===== src/hdl/tcg_pkg.sv =====
// package for the text cell glyph row to rgb565 expander
// holds request types, colour depth codes and row constants; no dependencies
package tcg_pkg;

    localparam int PIXELS = 8;
    localparam int CNT_W  = $clog2(PIXELS);

    typedef enum logic [1:0] {
        DEPTH_IRGB   = 2'd0,
        DEPTH_BYTE   = 2'd1,
        DEPTH_DIRECT = 2'd2,
        DEPTH_MONO   = 2'd3
    } depth_t;

    localparam logic [15:0] GREY_RGB565 = 16'h528A;
    localparam logic [3:0]  GREY_NIBBLE = 4'h8;

    typedef struct packed {
        logic [7:0]  glyph_row;
        logic [15:0] bg_code;
        logic [15:0] fg_code;
    } tcg_in_t;

    typedef struct packed {
        logic [15:0] pixel;
        logic        last_pixel;
    } tcg_out_t;

    typedef struct packed {
        logic [PIXELS-1:0] row;
        logic [15:0]       bg;
        logic [15:0]       fg;
    } tcg_row_t;

endpackage


===== src/hdl/tcg_colour.sv =====
// colour code to rgb565 conversion for one code
// depends on tcg_pkg
module tcg_colour
    import tcg_pkg::*;
(
    input  depth_t      depth,
    input  logic        is_fg,
    input  logic [15:0] code,
    output logic [15:0] rgb
);

    logic [3:0]  nib;
    logic [7:0]  byt;
    logic [1:0]  lvl;
    logic [15:0] nib_rgb;
    logic [16:0] byt_sum;

    assign nib = code[3:0];
    assign byt = code[7:0];
    assign lvl = byt[7:6];

    always_comb begin
        nib_rgb = 16'h0000;
        if (nib == GREY_NIBBLE) begin
            nib_rgb = GREY_RGB565;
        end else begin
            if (nib[2]) begin
                nib_rgb = nib_rgb + 16'h7800 + (nib[3] ? 16'h8000 : 16'h0000);
            end
            if (nib[1]) begin
                nib_rgb = nib_rgb + 16'h03E0 + (nib[3] ? 16'h0400 : 16'h0000);
            end
            if (nib[0]) begin
                nib_rgb = nib_rgb + 16'h000F + (nib[3] ? 16'h0010 : 16'h0000);
            end
        end
    end

    always_comb begin
        byt_sum = 17'd0;
        if (byt[5:4] != 2'b00) begin
            byt_sum = byt_sum + (byt[5] ? 17'h02000 : 17'h0)
                              + (byt[4] ? 17'h01800 : 17'h0)
                              + {1'b0, lvl, 14'd0};
        end
        if (byt[3:2] != 2'b00) begin
            byt_sum = byt_sum + (byt[3] ? 17'h00180 : 17'h0)
                              + (byt[2] ? 17'h00060 : 17'h0)
                              + {5'd0, lvl, 10'd0};
        end
        if (byt[1:0] != 2'b00) begin
            byt_sum = byt_sum + (byt[1] ? 17'h00004 : 17'h0)
                              + (byt[0] ? 17'h00003 : 17'h0)
                              + {12'd0, lvl, 3'd0};
        end
    end

    always_comb begin
        unique case (depth)
            DEPTH_IRGB:   rgb = nib_rgb;
            DEPTH_BYTE:   rgb = byt_sum[15:0];
            DEPTH_DIRECT: rgb = code;
            DEPTH_MONO:   rgb = is_fg ? 16'hFFFF : 16'h0000;
            default:      rgb = 16'h0000;
        endcase
    end

endmodule


===== src/hdl/tcg_serializer.sv =====
// emits one rgb565 pixel per cycle while m_ready is high, from a converted glyph row
// depends on tcg_pkg
module tcg_serializer
    import tcg_pkg::*;
(
    input  logic     aclk,
    input  logic     aresetn,
    input  logic     load_valid,
    output logic     load_ready,
    input  tcg_row_t load_data,
    output logic     m_valid,
    input  logic     m_ready,
    output tcg_out_t m_data
);

    logic              busy_reg;
    logic              busy_next;
    logic [CNT_W-1:0]  cnt_reg;
    logic [CNT_W-1:0]  cnt_next;
    logic [PIXELS-1:0] row_reg;
    logic [PIXELS-1:0] row_next;
    logic [15:0]       fg_reg;
    logic [15:0]       bg_reg;
    logic              last;
    logic              take;
    logic              load;

    assign last       = (cnt_reg == CNT_W'(PIXELS - 1));
    assign take       = busy_reg && m_ready;
    assign load_ready = !busy_reg || (take && last);
    assign load       = load_valid && load_ready;

    always_comb begin
        busy_next = busy_reg;
        cnt_next  = cnt_reg;
        row_next  = row_reg;
        if (load) begin
            busy_next = 1'b1;
            cnt_next  = '0;
            row_next  = load_data.row;
        end else if (take) begin
            busy_next = !last;
            cnt_next  = cnt_reg + 1'b1;
            row_next  = {row_reg[PIXELS-2:0], 1'b0};
        end
    end

    always_ff @(posedge aclk) begin
        if (!aresetn) begin
            busy_reg <= 1'b0;
            cnt_reg  <= '0;
        end else begin
            busy_reg <= busy_next;
            cnt_reg  <= cnt_next;
        end
    end

    always_ff @(posedge aclk) begin
        row_reg <= row_next;
        if (load) begin
            fg_reg <= load_data.fg;
            bg_reg <= load_data.bg;
        end
    end

    assign m_valid           = busy_reg;
    assign m_data.pixel      = row_reg[PIXELS-1] ? fg_reg : bg_reg;
    assign m_data.last_pixel = last;

endmodule


===== src/hdl/text_cell_glyph_row_to_rgb565_top.sv =====
// top level of the text cell glyph row to rgb565 expander
// depends on tcg_pkg, tcg_colour and tcg_serializer
//
// usage:
//   s_ channel takes one request per text cell row: glyph row byte plus
//   background and foreground colour codes. m_ channel returns eight rgb565
//   pixels for it, glyph bit 7 first, the eighth flagged with last_pixel.
//   cfg_wr_en / cfg_wr_data set the colour depth (0 irgb nibble, 1 byte
//   code, 2 direct rgb565, 3 mono white on black); write it only while idle.
//   an accepted request is converted and registered in the hold register,
//   then loads into the serializer once that is free. the single pixel
//   output sends one pixel per cycle while m_ready is high. the hold
//   register takes the next row while the current one is still going out,
//   so rows follow without a gap. a stall on m_ready freezes the current
//   pixel; s_ready drops while the hold register is full and the serializer
//   cannot take it. reset clears both stages and sets depth to 0.
module text_cell_glyph_row_to_rgb565_top
    import tcg_pkg::*;
(
    input  logic       aclk,
    input  logic       aresetn,
    input  logic       s_valid,
    output logic       s_ready,
    input  tcg_in_t    s_data,
    output logic       m_valid,
    input  logic       m_ready,
    output tcg_out_t   m_data,
    input  logic       cfg_wr_en,
    input  logic [1:0] cfg_wr_data
);

    depth_t      depth_reg;
    logic        hold_valid_reg;
    tcg_row_t    hold_reg;
    logic [15:0] bg_rgb;
    logic [15:0] fg_rgb;
    logic        ser_ready;
    logic        s_take;

    tcg_colour u_bg_colour (
        .depth (depth_reg),
        .is_fg (1'b0),
        .code  (s_data.bg_code),
        .rgb   (bg_rgb)
    );

    tcg_colour u_fg_colour (
        .depth (depth_reg),
        .is_fg (1'b1),
        .code  (s_data.fg_code),
        .rgb   (fg_rgb)
    );

    assign s_ready = !hold_valid_reg || ser_ready;
    assign s_take  = s_valid && s_ready;

    always_ff @(posedge aclk) begin
        if (!aresetn) begin
            depth_reg      <= DEPTH_IRGB;
            hold_valid_reg <= 1'b0;
        end else begin
            if (cfg_wr_en) begin
                depth_reg <= depth_t'(cfg_wr_data);
            end
            if (s_take) begin
                hold_valid_reg <= 1'b1;
            end else if (ser_ready) begin
                hold_valid_reg <= 1'b0;
            end
        end
    end

    always_ff @(posedge aclk) begin
        if (s_take) begin
            hold_reg.row <= s_data.glyph_row;
            hold_reg.bg  <= bg_rgb;
            hold_reg.fg  <= fg_rgb;
        end
    end

    tcg_serializer u_serializer (
        .aclk       (aclk),
        .aresetn    (aresetn),
        .load_valid (hold_valid_reg),
        .load_ready (ser_ready),
        .load_data  (hold_reg),
        .m_valid    (m_valid),
        .m_ready    (m_ready),
        .m_data     (m_data)
    );

    // pixels of one row go out without a hole
    a_row_continues: assert property (@(posedge aclk) disable iff (!aresetn)
        (m_valid && m_ready && !m_data.last_pixel) |=> m_valid)
        else $error("row output broke before last pixel");

    // a held row waits until the serializer takes it
    a_hold_kept: assert property (@(posedge aclk) disable iff (!aresetn)
        (hold_valid_reg && !ser_ready) |=> hold_valid_reg)
        else $error("held row dropped");

    // no accept while hold is full and serializer busy
    a_no_overrun: assert property (@(posedge aclk) disable iff (!aresetn)
        (hold_valid_reg && !ser_ready) |-> !s_ready)
        else $error("hold register overrun");

    a_reset_empty: assert property (@(posedge aclk)
        (aresetn && $past(!aresetn)) |-> (!m_valid && !hold_valid_reg))
        else $error("pipeline not empty after reset");

endmodule


===== config.mk =====
export PLATFORM = sky130hd
export DESIGN_NAME = text_cell_glyph_row_to_rgb565_top
export DESIGN_NICKNAME = d
export VERILOG_FILES = /design/src/hdl/tcg_pkg.sv /design/src/hdl/tcg_colour.sv /design/src/hdl/tcg_serializer.sv /design/src/hdl/text_cell_glyph_row_to_rgb565_top.sv
export SDC_FILE = /design/constraint.sdc
export NUM_CORES = 1
export LEC_CHECK = 0
export ABC_AREA = 1
export ABC_CLOCK_PERIOD_IN_PS = 2900
export BUFFER_PORTS_ARGS = -buffer_cell sky130_fd_sc_hd__buf_2
export CORE_MARGIN = 3
export CORE_UTILIZATION = 56
export DETAILED_ROUTE_END_ITERATION = 10
export GPL_TIMING_DRIVEN = 0
export PLACE_DENSITY = 0.8
export REMOVE_ABC_BUFFERS = 1
export SLEW_MARGIN = 20
export SYNTH_ARGS = -nofsm -noshare
export SYNTH_HDL_FRONTEND = slang
export SYNTH_SLANG_ARGS = --single-unit

===== constraint.sdc =====
create_clock -name aclk -period 2.9 [get_ports aclk]
set_clock_uncertainty 0.15 [all_clocks]
set_input_delay 0.725 -clock aclk [delete_from_list [all_inputs] [get_ports aclk]]
set_output_delay 0.725 -clock aclk [all_outputs]
set_load 0.01 [all_outputs]

### Word-level counts from Yosys, hierarchy flattened

Index checks and enable logic that the tools add are counted.

| storage, ports and cells | value |
|---|---|
| flip-flop bits (word level) | 87 |
| word-level logic and storage cells | 108 |

| cells by class | value |
|---|---|
| add/subtract/negate cells | 27 |
| equality and inequality tests | 6 |
| multiplexer cells | 45 |
| bitwise gates (word level) | 1 |
| reductions and logical operators | 19 |

Operators by type and width:

| kind | number |
|---|---|
| 16-bit 2-to-1 mux | 21 |
| 16-bit adder | 10 |
| 16-bit case mux with 4 select lines | 2 |
| 15-bit by 16-bit adder with 16-bit output (first input constant) | 2 |
| 16-bit by 10-bit adder with 16-bit output (second input constant) | 2 |
| 16-bit by 12-bit adder with 16-bit output | 2 |
| 16-bit by 4-bit adder with 16-bit output (second input constant) | 2 |
| 16-bit by 5-bit adder with 16-bit output | 2 |
| 16-bit by 7-bit adder with 16-bit output | 2 |
| 16-bit by 9-bit adder with 16-bit output | 2 |
| 14-bit by 13-bit adder with 15-bit output | 2 |
| 14-bit 2-to-1 mux | 2 |
| 13-bit 2-to-1 mux | 2 |
| 11-bit 2-to-1 mux | 2 |
| 9-bit 2-to-1 mux | 2 |
| 8-bit 2-to-1 mux | 2 |
| 2-bit nonzero test | 8 |
| 7-bit 2-to-1 mux | 2 |
| 5-bit 2-to-1 mux | 2 |
| 4-bit == test (second input constant) | 2 |
| 3-bit 2-to-1 mux | 2 |
| 2-bit == test (second input constant) | 2 |
| 1-bit logical AND | 4 |
| 1-bit 2-to-1 mux | 4 |
| other kinds (9) | 13 |

### Logic depth before layout (Yosys ltp)

| depth | value |
|---|---|
| word-level depth | 13 |
| depth in mapped cells | 8 |
| mapped depth without buffers | 8 |

### Hierarchy

A second synthesis with hierarchy kept.

| unflattened totals | value |
|---|---|
| cells, all modules | 398 |
| area total of the unflattened synthesis | 4071.4 um^2 |

By module, submodules not included:

| module | times used | cells each | area an instance (um^2) | sequential area each (um^2) |
|---|---|---|---|---|
| tcg_serializer | 1 | 146 | 1771.7 | 1281.2 |
| text_cell_glyph_row_to_rgb565_top | 1 | 58 | 1328.8 | 1261.2 |
| tcg_colour | 2 | 97 | 485.5 | 0.0 |

### Worst setup path before layout

OpenSTA, ideal clock, no wires.

| timing path | value |
|---|---|
| path kind | in2reg |
| start point | in m_ready |
| end point | reg u_serializer.row_reg[1], data pin |
| arrival | 2.005 ns |
| data required time | 2.490 ns |
| path slack | 0.485 ns |
| stages | 6 |
| path buffers | 0 |
| cell sequence | nand2_1 nand2_1 nand2_2 clkinv_1 nand2_1 nand2_1 |

| on the way | value |
|---|---|
| cells in the longest elaborated chain, start to end | 5 |

RTL lines:

| element | RTL line | RTL |
|---|---|---|
| from (decl) | text_cell_glyph_row_to_rgb565_top.sv:26 | `input logic m_ready,` |
| 1-bit logical AND | tcg_serializer.sv:29 | `assign take = busy_reg && m_ready;` |
| 1-bit logical AND | tcg_serializer.sv:30 | `assign load_ready = !busy_reg \|\| (take && last);` |
| 1-bit logical OR | tcg_serializer.sv:30 |  |
| 1-bit logical AND | tcg_serializer.sv:31 | `assign load = load_valid && load_ready;` |
| named net u_serializer.load | tcg_serializer.sv:26 | `logic load;` |
| 8-bit 2-to-1 mux | tcg_serializer.sv:37 | `if (load) begin` |
| named net u_serializer.row_next[1] | tcg_serializer.sv:21 | `logic [PIXELS-1:0] row_next;` |
| to (signal assigned) | tcg_serializer.sv:59 | `row_reg <= row_next;` |
| to (decl) | tcg_serializer.sv:20 | `logic [PIXELS-1:0] row_reg;` |

The timed path passes the listed nets, and every way through them passes these cells.
A chain may end at the register's enable or synchronous reset.

==> run_results.csv <==
group,metric,value,unit
clocking,cts_buffers,9,
clocking,cts_sinks,87,
cells_and_area,antenna_cells,0,
run_status,status,"finished, final reports clean",
floorplanning,initial_core_util,0.5899,
floorplanning,core.rowCount,29,
synth,yosys.area.top_type,"edfxtp_1",
detailed_routing,via_count,2641,
synth,synth.area.top_cells,"edfxtp_1, nand2_1, mux2_2, dfxtp_1, nand3_1",
floorplanning,die_y,88.71,microns
floorplanning,placeableCoreArea,6495,sq um
grt,antenna_found_initial,0,
synth,synth_seq_area_share,0.6636,
clocking,cts_tree,"built",
timing,drv_slew,0,
critical_path,crit_fanout,16,
pwr,power.density,605.7,nW/um^2
cells_and_area,nNetsFinal,445,
grt,grt-ovfl-total,0,
floorplanning,die_area,7869,sq um
timing,rsz0062_at_grt,"false",
critical_path,arrival,1.71,ns
clocking,cts_setup_buffers,0,
cells_and_area,area_delta_synth_final,14.43,%
critical_path,startpoint_type,"register",
timing,max_freq,387.1,MHz
critical_path,required,2.03,ns
synth,synth_common_cells,"edfxtp_1, nand2_1, inv_1, nand3_1, a21oi_1",
place,portBuffers,65,
timing,setup_viol,0,
synth,syn_avg_cell_area,11.68,sq um
critical_path,path_cells,"mux2_2, buf_2",
clocking,clk_latency,0.35,ns
critical_path,cp-end-kind,"primary output",
timing,final-hold-violation-count,0,
synth,async_flop_share,0,
pwr,irDropWorstVdd,350.1,uV
critical_path,crit_type,"reg -> out",
clocking,clk_pin_slew_worst_paths,0.08,ns
floorplanning,io_pins,66,
synth,synth_cell_types,32,
timing,setup_ws,0.3169,ns
pwr,finalPower,2655,uW
grt,grt_pass1_wl,11000,microns
hold_path,worstHoldPathType,"reg -> reg",
cells_and_area,largest_reg_flops,40,
cells_and_area,fillCellCount,462,
synth,synthCells,328,
synth,synth_edf_count,80,
synth,ys_ff_latch,87,
detailed_routing,wl_per_cell,15.01,microns
detailed_routing,dr.pass1.iters,4,
synth,yosys.area.top_type_share,0.6270,
clocking,cts-hold-fix-buffers,0,
critical_path,r2r-end,"u_serializer.row_reg[2]$_DFFE_PP_",
critical_path,r2r_slack,0.60,ns
timing,worstMarginPinSlew,0.8294,ns
detailed_routing,routed_wl,7114,microns
critical_path,worst_path_largest_cell_delay,0.80,ns
cells_and_area,final_layout_size_suffix_gt1_frac,0.2796,
synth,syn_area,3831,sq um
cells_and_area,utilization,0.6750,
critical_path,reg2reg_depth,8,
synth,ys_warn_count,0,
critical_path,rr_startpoint,"u_serializer.cnt_reg[0]$_SDFFE_PP0P_",
job,maxCapViolCount,0,
grt,grt_start_max_net_pins,41,
grt,first_global_vias,2410,
hold_path,min_to,"u_serializer.bg_reg[5]$_DFFE_PP_",
detailed_routing,drt_iter0_markers,251,
floorplanning,die_w,88.71,microns
place,place_ws,0.4678,ns
detailed_routing,route.detailed.drc,0,
place,gp_congestion,0.9166,
hold_path,hold_depth,0,
pwr,leakage,0.001796,uW
detailed_routing,ant_nets,0,
timing,period_share,0.8907,
timing,slew_headroom,0.4462,
grt,track_usage,0.1908,
clocking,cts_buffer_depth,2,
timing,fin_crit,2.583,ns
clocking,cts_root_buf,"clkbuf_8",
clocking,cts_resized,0,
place,hpwl,5133,microns
detailed_routing,vias_per_cell,5.572,
clocking,htree_levels,3,
critical_path,crit_slowest_cell,"edfxtp_1",
synth,synthFlopType,"edfxtp_1",
hold_path,holdCritStartpoint,"hold_reg[21]$_DFFE_PP_",
synth,synth_most_common_cell,"edfxtp_1",
==> per-layer routing <==
metal / GRT usage / vias up / share of wire
li1: - / 1287 / -
met1: 0.2498 / 1230 / 0.43
met2: 0.3009 / 109 / 0.48
met3: 0.05121 / 15 / 0.073
met4: 0.08242 / 0 / 0.021
met5: 0 / - / 0
==> power by group <==
group	total, uW	internal [uW]	switching, uW
logic	292	114	178
registers	1540	1500	46.9
clock network	821	444	377
==> critical path: cells and delay by family (launching register included) <==
| kind | cells | cell delay (ns) |
|---|---|---|
| DFF | 1 | 0.80 |
| buffers and inverters | 1 | 0.14 |
| muxes | 1 | 0.42 |
==> stage by stage <==
stage / cell area, sq um / setup TNS (ns) / hold WS [ns] / cells
floorplan: 3760 / 0 / 0.2503 / 316
global placement: 4182 / -0.8172 / 0.2521 / 458
detailed placement: 4183 / 0 / 0.2552 / 458
CTS: 4384 / 0 / 0.2741 / 474
global route: 4384 / 0 / 0.2784 / 474
finish: 4384 / 0 / 0.2731 / 474
==> layout make-up <==
cell class	instances	area, sq um	share of cell area
flip-flops and latches	87	2542	0.5799
multi-input cells	200	1109	0.2529
repair buffers	65	325.3	0.07420
clock buffers	13	158.9	0.03624
inverters	29	110.1	0.02511
well taps	77	96.34	0.02197
clock inverters	3	42.54	0.009703
==> worst max-delay path by stage <==
stage	startpoint	endpoint	cells past startpoint
floorplan	u_serializer.cnt_reg[0]$_SDFFE_PP0P_	u_serializer.row_reg[1]$_DFFE_PP_	8
global placement	m_ready	u_serializer.fg_reg[7]$_DFFE_PP_	5
detailed placement	m_ready	u_serializer.row_reg[2]$_DFFE_PP_	7
CTS	u_serializer.row_reg[7]$_DFFE_PP_	m_data[16]	2
global route	u_serializer.row_reg[7]$_DFFE_PP_	m_data[16]	2
finish	u_serializer.row_reg[7]$_DFFE_PP_	m_data[16]	2
==> logic make-up (layout without fill, tap and decap cells) <==
family	count (synthesis)	in the layout	synth area share
simple gates	119	119	0.1352
fa+ha+maj	6	6	0.01959
buf+inv	41	110	0.04702
flops	87	87	0.6636
xor+xnor	2	2	0.004573
compound gates	57	57	0.08296
mux	16	16	0.04703
==> placed cells by master (no fill, tap or decap), drive strengths merged <==
cell	instances
buf	65
edfxtp	80
o22ai	2
o21bai	1
ha	6
inv	28
nor3	1
nand4	4
nor2	14
xor2	2
bufinv	1
o211ai	3
clkbuf	13
nand2	76
clkinv	2
nand3	24
a21oi	21
a31oi	1
o221ai	2
o2111ai	1
mux2	16
dfxtp	7
clkinvlp	1
o21ai	26
(Power assumes the default switching activity.)
